## config.mk

```make
export PLATFORM = sky130hd
export DESIGN_NAME = ovl_cell
export DESIGN_NICKNAME = d
export VERILOG_FILES = /design/src/rtl/core/ovl_pkg.sv /design/src/rtl/core/ovl_cell.sv
export SDC_FILE = /design/constraint.sdc
export NUM_CORES = 1
export LEC_CHECK = 0
export BUFFER_PORTS_ARGS = -buffer_cell sky130_fd_sc_hd__buf_2
export CAP_MARGIN = 0
export CORE_UTILIZATION = 39
export CTS_CLUSTER_SIZE = 20
export DETAILED_ROUTE_END_ITERATION = 8
export HOLD_SLACK_MARGIN = 0.06
export PLACE_DENSITY = 0.84
export SLEW_MARGIN = 20
export SYNTH_ARGS = -nofsm -noshare
export SYNTH_HDL_FRONTEND = slang
export SYNTH_SLANG_ARGS = --single-unit
```

## constraint.sdc

```tcl
create_clock -name i_clk -period 2.2 [get_ports i_clk]
set_clock_uncertainty 0.2 [all_clocks]
set_input_delay 0.44 -clock i_clk [delete_from_list [all_inputs] [get_ports i_clk]]
set_output_delay 0.44 -clock i_clk [all_outputs]
set_load 0.02 [all_outputs]
```

## src/rtl/core/ovl_pkg.sv

```systemverilog
// ----------------------------------------------------------------------------
// ovl_pkg
// shared codes and types for the ordered value list store
// ----------------------------------------------------------------------------
package ovl_pkg;

    localparam logic [2:0] MODE_APPEND     = 3'd0;
    localparam logic [2:0] MODE_INSERT     = 3'd1;
    localparam logic [2:0] MODE_REMOVE_AT  = 3'd2;
    localparam logic [2:0] MODE_REMOVE_VAL = 3'd3;
    localparam logic [2:0] MODE_TRUNCATE   = 3'd4;
    localparam logic [2:0] MODE_CLEAR      = 3'd5;

    localparam logic [1:0] STATUS_OK   = 2'd0;
    localparam logic [1:0] STATUS_MISS = 2'd1;
    localparam logic [1:0] STATUS_FULL = 2'd2;

    typedef enum logic [1:0] {
        CELL_HOLD       = 2'd0,
        CELL_LOAD       = 2'd1,
        CELL_FROM_LOWER = 2'd2,
        CELL_FROM_UPPER = 2'd3
    } t_cell_cmd;

endpackage

```

## src/rtl/core/ovl_cell.sv

```systemverilog
// ----------------------------------------------------------------------------
// ovl_cell
// one list entry: holds, loads, or takes its lower or upper neighbour, and
// registers whether it matches the search key
// ----------------------------------------------------------------------------
module ovl_cell #(
    parameter int WIDTH = 32
) (
    input  logic               i_clk,
    input  ovl_pkg::t_cell_cmd i_cmd,
    input  logic [WIDTH-1:0]   i_load,
    input  logic [WIDTH-1:0]   i_lower,
    input  logic [WIDTH-1:0]   i_upper,
    input  logic [WIDTH-1:0]   i_key,
    input  logic               i_live,
    output logic [WIDTH-1:0]   o_data,
    output logic               o_match
);
    import ovl_pkg::*;

    logic [WIDTH-1:0] r_data;
    logic [WIDTH-1:0] n_data;
    logic             r_match;

    always_comb begin
        case (i_cmd)
            CELL_HOLD:       n_data = r_data;
            CELL_LOAD:       n_data = i_load;
            CELL_FROM_LOWER: n_data = i_lower;
            CELL_FROM_UPPER: n_data = i_upper;
            default:         n_data = r_data;
        endcase
    end

    always_ff @(posedge i_clk) begin
        r_data  <= n_data;
        r_match <= i_live && (r_data == i_key);
    end

    assign o_data  = r_data;
    assign o_match = r_match;

endmodule

```

==> results of run 1 <==
-- through the flow --
stage / util, % / instance area, sq um / cells / hold slack [ns]
global placement: 59.74 / 2878 / 409 / 0.4429
detailed placement: 59.74 / 2878 / 409 / 0.4484
global route: 61.61 / 2968 / 417 / 0.2747
finish: 61.61 / 2968 / 417 / 0.2790
floorplan: - / 1998 / 185 / 0.3909
CTS: 61.61 / 2968 / 417 / 0.2713
-- flip-flops by register name, indices dropped and copies added, names as in the netlist --
| name | cells |
|---|---|
| o_match | 1 |
| o_data | 32 |
-- layout by cell type (no fill, tap or decap) --
cell,netlist,final
nor3_1,1,1
edfxtp_1,32,32
buf_4,3,4
clkbuf_8,0,6
dfxtp_1,1,1
mux2i_1,32,32
nor3_2,1,1
or2_2,1,1
nand4_1,1,1
buf_2,2,164
a21oi_1,32,32
nor4_1,7,7
xor2_1,31,31
nand3_1,2,2
nor2_1,32,32
clkbuf_1,4,2
xnor2_1,1,1
-- path summary, 6_finish.rpt --
check / start / endpoint
setup / recovery: o_data[17]$_DFFE_PP_ / o_match$_DFF_P_
hold / removal: i_live / o_match$_DFF_P_
setup reg to reg: o_data[17]$_DFFE_PP_ / o_match$_DFF_P_
hold reg to reg: o_data[3]$_DFFE_PP_ / o_match$_DFF_P_
-- kinds of logic after synthesis --
logic type | count (synthesis) | share of synthesized area (%)
AOI/OAI and AO/OA | 32 | 8.015
DFF | 33 | 49.09
and+or+nand+nor | 45 | 10.08
xor gates and xnor gates | 32 | 14.03
muxes | 32 | 16.03
buffers and inverters | 11 | 2.755
-- power by group through the flow --
stage | registers [uW] | logic (uW) | clock network, uW
floorplan | 926 | 176 | 0
global placement | 838 | 478 | 0
detailed placement | 842 | 490 | 0
CTS | 830 | 492 | 468
global route | 838 | 532 | 494
finish | 829 | 488 | 453
-- area by class of cell --
type | count | share of cell area [%]
repair buffers | 168 | 28.67
multi-input cells | 141 | 32.42
flip-flops and latches | 33 | 33.05
clock buffers | 8 | 3.035
well taps | 67 | 2.825
-- per-layer routing --
layer / vias up / track usage (%)
met3: 7 / 4.664
met4: 0 / 7.051
met1: 857 / 21.33
met2: 90 / 38.33
met5: - / 0
li1: 995 / -
-- Yosys cell counts (all sizes together) --
cell type and number:
nand4 1, a21oi 32, nor2 32, nand3 2
dfxtp 1, edfxtp 32, clkbuf 4, or2 1
buf 7, nor4 7, xor2 31, mux2i 32
xnor2 1, nor3 2
-- critical path, cell delays in order, from the launching register on --
cell	delay, ns
edfxtp_1	0.43
xor2_1	0.17
nor4_1	0.67
nand4_1	0.22
nor3_2	0.20
==> qor.txt, run 1 <==
Cells after synthesis -> 185
Hold Fails Final Rpt -> 0
Cell Int Power -> 1256 uW
Drt drc -> 0
Final period util -> 88.95%
Reg clk slew, reported paths -> 0.06 ns
Core area -> 4817 sq um
Syn nets -> 317
Final setup violation count -> 0
Overall Power -> 1770 uW
Peak supply drop -> 0.3910 mV
Routed WL -> 5500 um
Seq cells post-synth -> 33
Initial antenna violation count -> 0
CP Data Required Time -> 2.20 ns
Cell Rows -> 25
Crit end category -> flip-flop
Hold Crit Class -> in2reg
CP Data Arrival Time -> 1.96 ns
RSZ-0062 raised after global routing -> no
DR vias/cell -> 4.674
GRT overflow -> 0
Horiz. Die Dim -> 73.58 um
CTS Hold Buffers Added -> 0
Top cell type's share of synthesized area -> 48.09%
# diodes -> 0
Met2 wire len -> 3021 um
Final slew viol count -> 0
Routed wl met3 -> 323 um
Net Sw Frac -> 29.00%
Ys Warns -> 0
Hold Path Depth -> 3
Syn avg cell area -> 10.80 sq um
Status -> completed
CP Max Fanout -> 2
Final worst slack -> 0.2430 ns
Seq pwr share -> 46.8%
Final ANT Viol Nets -> 0
# Max-Cap Violations -> 0
Worst R2R Path Depth -> 4
I/O pin cnt -> 165
Top layer in use -> met4
Worst skew pair latency -> 0.27 ns
DRT iter0 DRCs -> 67
Die Span Y -> 73.58 um
Min Clock Period, post-route -> 1.957 ns
Cell variety after synth -> 17
Post-CTS Resized -> 0
Slew headroom -> 49.95%
Vias in the first global route -> 1810
Maximum clock frequency -> 511.0 MHz
Maximum buffer depth of the clock tree -> 2
CTS tree -> built
Sw power -> 513.1 uW
Root buffer cell -> clkbuf_8
Share of the yosys chip area belonging to registers -> 49.09%
Placer Congestion -> 0.7593
Routed length on met1 -> 2094 um
Share of cells above drive strength 1 -> 50.29%
Num CTS Buffers -> 5
Area grow syn2layout -> 48.53%
H-tree depth -> 2
Setup slack, reg-to-reg -> 0.24 ns
Crit start category -> flip-flop
Comb power frac -> 27.6%
Post-detailed-route wirelength per cell -> 13.19 um
Largest net degree at the start of global routing -> 65
Power per cell area -> 596.2 nW/um^2
Clock Power Share -> 25.6%
LEAKAGE -> 0.001474 uW
Vias -> 1949
Starting density of the core -> 41.48%
Synth area leaders -> edfxtp_1 (48%), mux2i_1 (16%), xor2_1 (14%)
Setup_tns -> 0 ns
GRT Util Overall -> 20.08%
Wire length of the first global-routing pass -> 8031 um
Drt pass-1 iters -> 5
Post-synth top area cell -> edfxtp_1
Num Clock Sinks -> 33
Critical path class -> reg2reg
Final HPWL DP -> 4474 um
# fillers -> 441
Area of the multi-input gates -> 962.2 sq um
Port bufs -> 164
Slew of the pin with the lowest slew margin -> 0.7439 ns
Sequential cell area -> 980.9 sq um
Setup bufs post-CTS -> 0
Post-Place Worst Slack -> 0.2299 ns
Die area -> 5414 sq um
Layout Nets -> 481
Synthesized cell area -> 1998 sq um
(Power assumes the default switching activity.)
==> run 2, diff against run 1 <==
REMOVE_ABC_BUFFERS = 1   (was not set)
==> qor.txt, run 2 (same netlist as run 1, synthesis figures left out) <==
Inst Count DP -> 408 (-0.24%)
Status -> completed
Wire length of the first global-routing pass -> 7645 um (-4.8%)
CP Data Arrival Time -> 1.73 ns (-0.23 ns)
RSZ-0062 raised after global routing -> no
Max reg flops -> 32 (unchanged)
Min Clock Period, post-route -> 1.724 ns (-0.2331 ns)
Worst Setup EP -> o_match$_DFF_P_
Initial antenna violation count -> 0 (unchanged)
Commonest non-fill, non-tap cell in the layout -> buf_2
Root buffer cell -> clkbuf_8
Placer Congestion -> 0.7123 (-6.2%)
Post-detailed-route wirelength per cell -> 12.62 um (-4.3%)
Setup bufs post-CTS -> 0 (unchanged)
Hold path start -> i_live
Horiz. Die Dim -> 73.58 um (unchanged)
CP Data Required Time -> 2.21 ns (about the same)
Final setup violation count -> 0 (unchanged)
Hold Fails Final Rpt -> 0 (unchanged)
Maximum clock frequency -> 580.1 MHz (+14%)
# fillers -> 436 (-1.1%)
Hold Crit Class -> in2reg
Routed WL -> 5249 um (-4.6%)
Largest net degree at the start of global routing -> 65 (unchanged)
# diodes -> 0 (unchanged)
LEAKAGE -> 0.001469 uW (-0.36%)
# Max-Cap Violations -> 0 (unchanged)
I/O pin cnt -> 165 (unchanged)
Layout Cells excl Fill -> 416 (-0.24%)
Die area -> 5414 sq um (unchanged)
Num CTS Buffers -> 5 (unchanged)
Reg-to-reg startpoint -> o_data[24]$_DFFE_PP_
GRT Util Overall -> 18.87% (-1.2 points)
Worst R2R Path Depth -> 4 (unchanged)
Port bufs -> 164 (unchanged)
Slew of the pin with the lowest slew margin -> 0.7513 ns (+0.007484 ns)
Share of cells above drive strength 1 -> 50.14% (-0.14 points)
Final period util -> 78.36% (-11 points)
Overall Power -> 1760 uW (-0.55%)
Most frequent cells in the layout -> buf_2 (164), mux2i_1 (32), nor2_1 (32), a21oi_1 (32), edfxtp_1 (32)
Layout Nets -> 480 (-0.21%)
Critical path class -> reg2reg
DRT iter0 DRCs -> 63 (-6.0%)
Power per cell area -> 594.5 nW/um^2 (-0.29%)
Num Clock Sinks -> 33 (unchanged)
Ordered list of cells on the worst path -> xor2_1, nor4_1, nand4_1, nor3_2
GRT overflow -> 0 (unchanged)
Crit end category -> flip-flop
DR vias/cell -> 4.661 (-0.27%)
Peak supply drop -> 0.3551 mV (-9.2%)
CTS tree -> built
Critical Path Start -> o_data[24]$_DFFE_PP_
Slew headroom -> 49.91% (about the same)
H-tree depth -> 2 (unchanged)
Final slew viol count -> 0 (unchanged)
Starting density of the core -> 41.48% (unchanged)
Hold_ws -> 0.2542 ns (-0.02477 ns)
Vias in the first global route -> 1851 (+2.3%)
Final ANT Viol Nets -> 0 (unchanged)
CTS Hold Buffers Added -> 0 (unchanged)
Vias -> 1939 (-0.51%)
Post-CTS Resized -> 0 (unchanged)
Cell Rows -> 25 (unchanged)
R2R Path End -> o_match$_DFF_P_
Maximum buffer depth of the clock tree -> 2 (unchanged)
CP Max Fanout -> 2 (unchanged)
Crit start category -> flip-flop
Reg clk slew, reported paths -> 0.07 ns (about the same)
Setup_tns -> 0 ns (unchanged)
Area grow syn2layout -> 48.15%
Final HPWL DP -> 4259 um (-4.8%)
Setup slack, reg-to-reg -> 0.48 ns (+0.23 ns)
Drt drc -> 0 (unchanged)
Core area -> 4817 sq um (unchanged)
Die Span Y -> 73.58 um (unchanged)
Worst skew pair latency -> 0.28 ns (about the same)
Drt pass-1 iters -> 4 (-1)
Slowest CP cell -> nor4_1
CP peak stage delay -> 0.46 ns (-0.21 ns)
-- run 2: how the worst min path moves through the flow --
stage | end | slack, ns | depth (start not counted)
after floorplan | o_match$_DFF_P_ | 0.39 | 2
final | o_match$_DFF_P_ | 0.25 | 3
after global placement | o_match$_DFF_P_ | 0.43 | 3
after CTS | o_match$_DFF_P_ | 0.24 | 3
after detailed placement | o_match$_DFF_P_ | 0.43 | 3
after global routing | o_match$_DFF_P_ | 0.26 | 3
-- run 2: metal layers --
layer  GRT usage [%]  up-vias  wire length [um]
met4           7.265        0                64
li1                -      986                 -
met5               0        -                 0
met3           4.938        5               362
met2           38.02       82              2939
met1           17.69      866              1882
-- run 2: area by class of cell --
type | count | area [sq um] | area share [%]
Sequential cell | 33 | 980.9 | 33.14
Clock buffer | 8 | 90.09 | 3.043
Timing Repair Buffer | 167 | 843.3 | 28.49
Tap cell | 67 | 83.83 | 2.832
Multi-Input combinational cell | 141 | 962.2 | 32.50
-- run 2: stage by stage --
step	cell area [sq um]	utilization [%]	setup slack, ns
final	2960	61.45	0.4761
after detailed placement	2870	59.58	0.3183
after CTS	2960	61.45	0.4343
after global placement	2870	59.58	0.3810
after global routing	2960	61.45	0.3950
after floorplan	1943	-	0.7155
-- run 2: power breakdown --
group	total, uW	switching (uW)	internal, uW
combinational	481	259	222
clock	454	199	255
sequential	825	47.2	778
total	1760	505	1250
-- run 2: critical path, delay by kind of cell, from the launching register on --
family	cells	cell delay [ns]
flip-flops	1	0.41
AND/OR/NAND/NOR	3	0.88
XOR/XNOR	1	0.16
==> run 3, diff against run 2 <==
ABC_AREA = 1   (was not set)
CORE_UTILIZATION = 40   (was 39)
PLACE_DENSITY = 0.82   (was 0.84)
clock period = 1.7 ns   (was 2.2 ns; I/O delays follow)
==> qor.txt, run 3 <==
Cell Rows -> 26 (+4.0%)
Horiz. Die Dim -> 77.00 um (+4.6%)
FFs w/ async S/R, synth -> 0% (unchanged)
Ys flop type -> edfxtp_1
Wire length of the first global-routing pass -> 10320 um (+35%)
Most frequent cells in the layout -> buf_2 (164), nand2_1 (126), nand3_1 (66)
Synth top cells by count -> nand2_1 (126), nand3_1 (66), inv_1 (40)
Power per cell area -> 730.6 nW/um^2 (+23%)
Hold Crit Class -> in2reg
Synth area leaders -> edfxtp_1 (43%), nand2_1 (21%), nand3_1 (15%)
Ordered list of cells on the worst path -> buf_2
Post-CTS Resized -> 0 (unchanged)
Non-Filler Cell Area, Final -> 3196 sq um (+7.9%)
Placer Congestion -> 0.7810 (+9.6%)
CTS Hold Buffers Added -> 0 (unchanged)
Number of flops mapped to enable cells by yosys -> 32 (unchanged)
Max reg flops -> 32 (unchanged)
Setup_tns -> 0 ns (unchanged)
Hold Fails Final Rpt -> 0 (unchanged)
DR vias/cell -> 4.710 (+1.0%)
Ys Warns -> 0 (unchanged)
Cells after synthesis -> 318 (+72%)
Die Span Y -> 77.00 um (+4.6%)
I/O pin cnt -> 165 (unchanged)
Die area -> 5928 sq um (+9.5%)
Met2 GRT Util -> 42.32% (+4.3 points)
Vias in the first global route -> 2363 (+28%)
Syn avg cell area -> 7.074 sq um (-35%)
Met1 usage -> 25.07% (+7.4 points)
Reg clk slew, reported paths -> 0.07 ns (about the same)
Hold_ws -> 0.1306 ns (-0.1237 ns)
Crit start category -> flip-flop
LEAKAGE -> 0.001789 uW (+22%)
Area grow syn2layout -> 42.05%
CP peak stage delay -> 0.44 ns (-0.02 ns)
Worst Setup EP -> o_data[9]
Layout Nets -> 612 (+28%)
Kind of cell adding the most delay to the critical path -> flip-flops
Share of the yosys chip area belonging to registers -> 43.60% (-5.5 points)
Vias -> 2595 (+34%)
Critical Path Start -> o_data[9]$_DFFE_PP_
CP Data Required Time -> 1.16 ns (-1.05 ns)
Final ANT Viol Nets -> 0 (unchanged)
Setup bufs post-CTS -> 0 (unchanged)
CTS tree -> built
Final setup violation count -> 0 (unchanged)
Worst skew pair latency -> 0.28 ns (about the same)
Slew headroom -> 71.86% (+22 points)
Peak supply drop -> 0.4770 mV (+34%)
Maximum buffer depth of the clock tree -> 2 (unchanged)
Share of cells above drive strength 1 -> 37.01% (-13 points)
Crit end category -> output pin
Largest net degree at the start of global routing -> 34 (-48%)
Min Clock Period, post-route -> 1.450 ns
Cell variety after synth -> 17 (unchanged)
Top cell type's share of synthesized area -> 42.71% (-5.4 points)
DRT iter0 DRCs -> 78 (+24%)
Seq cells post-synth -> 33 (unchanged)
Num Clock Sinks -> 33 (unchanged)
Worst R2R Path Depth -> 7 (+3)
Critical path class -> reg2out
Root buffer cell -> clkbuf_8
Slowest CP cell -> edfxtp_1
Grt met3 use -> 4.048% (-0.89 points)
Reg-to-reg startpoint -> o_data[23]$_DFFE_PP_
Count leader, synth -> nand2_1
# Max-Cap Violations -> 0 (unchanged)
Routed WL -> 6635 um (+26%)
Final worst slack -> 0.2496 ns (-0.2265 ns)
CP Data Arrival Time -> 0.91 ns (-0.82 ns)
Status -> completed
Post-Place Worst Slack -> 0.1097 ns (-0.2086 ns)
Commonest non-fill, non-tap cell in the layout -> buf_2
RSZ-0062 raised after global routing -> no
Final slew viol count -> 0 (unchanged)
GRT overflow -> 0 (unchanged)
Final period util -> 85.32%
Crit path buffers/inverters -> 1 (+1)
Setup slack, reg-to-reg -> 0.34 ns (-0.14 ns)
Initial antenna violation count -> 0 (unchanged)
CP Max Fanout -> 3 (+1)
# fillers -> 524 (+20%)
Num CTS Buffers -> 5 (unchanged)
Core area -> 5270 sq um (+9.4%)
GRT busiest layer -> met2
Slew of the pin with the lowest slew margin -> 0.4221 ns (-0.3293 ns)
Post-detailed-route wirelength per cell -> 12.04 um (-4.6%)
Synthesized cell area -> 2250 sq um (+13%)
# diodes -> 0 (unchanged)
Final HPWL DP -> 5353 um (+26%)
Maximum clock frequency -> 689.5 MHz
Post-layout util -> 60.64% (-0.82 points)
H-tree depth -> 2 (unchanged)
Worst path depth -> 1 (-3)
Post-synth top area cell -> edfxtp_1
GRT Util Overall -> 22.36% (+3.5 points)
Drt pass-1 iters -> 4 (unchanged)
Post-DP Area -> 3114 sq um (+8.5%)
R2R Path End -> o_match$_DFF_P_
Port bufs -> 164 (unchanged)
Starting density of the core -> 42.69% (+1.2 points)
Drt drc -> 0 (unchanged)
[run 3: changes by cell type in the layout (fill, tap and decap cells not counted), sizes merged, moves of 2 or more]
| cell | previous run | this run |
|---|---|---|
| nand2 | 0 | 126 |
| nand3 | 2 | 66 |
| inv | 0 | 41 |
| a21oi | 32 | 0 |
| mux2i | 32 | 0 |
| xor2 | 31 | 3 |
| nor2 | 32 | 20 |
| nor4 | 7 | 0 |
| o21ai | 0 | 6 |
| xnor2 | 1 | 5 |
| clkbuf | 8 | 5 |
| clkinv | 0 | 3 |
| buf | 167 | 169 |
[run 3: layer usage]
metal	part of all wire, %	vias up	wire length, um
li1	-	1332	-
met1	42	1151	2767
met2	51	105	3394
met3	6.0	7	400
met4	1.1	0	72
met5	0	-	0
[run 3: stage by stage]
step | cells | power (uW)
floorplan | 304 | 1445
global placement | 543 | 1777
detailed placement | 543 | 1800
CTS | 551 | 2355
global route | 551 | 2461
finish | 551 | 2335
[run 3: cells by family after synthesis]
group	share of synthesized area, %
AO/OA/AOI/OAI	1.669
XOR/XNOR	3.115
buffers and inverters	11.12
flip-flops	43.60
AND/OR/NAND/NOR	40.49
[run 3: worst min path at each step]
stage / start / endpoint / slack, ns / depth (start not counted)
2_1_floorplan: i_lower[0] / o_data[0]$_DFFE_PP_ / 0.33 / 2
3_3_place_gp: i_lower[14] / o_data[14]$_DFFE_PP_ / 0.42 / 3
3_5_place_dp: i_lower[14] / o_data[14]$_DFFE_PP_ / 0.42 / 3
4_1_cts: i_lower[14] / o_data[14]$_DFFE_PP_ / 0.12 / 3
5_1_grt: i_lower[16] / o_data[16]$_DFFE_PP_ / 0.13 / 3
6_report: i_lower[14] / o_data[14]$_DFFE_PP_ / 0.13 / 3
[run 3: power breakdown]
group          total, uW  leakage [uW]  internal, uW  switching, uW
clock                554     0.0000430           275            279
sequential          1070      0.000338          1010           64.9
combinational        707       0.00141           295            412
total               2330       0.00179          1580            756
[run 3: cell type report]
cell class | instances | area, sq um | area share [%]
clock buffers | 5 | 68.82 | 2.153
inverters | 41 | 156.4 | 4.894
clock inverters | 3 | 12.51 | 0.3915
repair buffers | 169 | 870.8 | 27.25
multi-input cells | 230 | 1018 | 31.87
flip-flops and latches | 33 | 980.9 | 30.70
well taps | 70 | 87.58 | 2.741
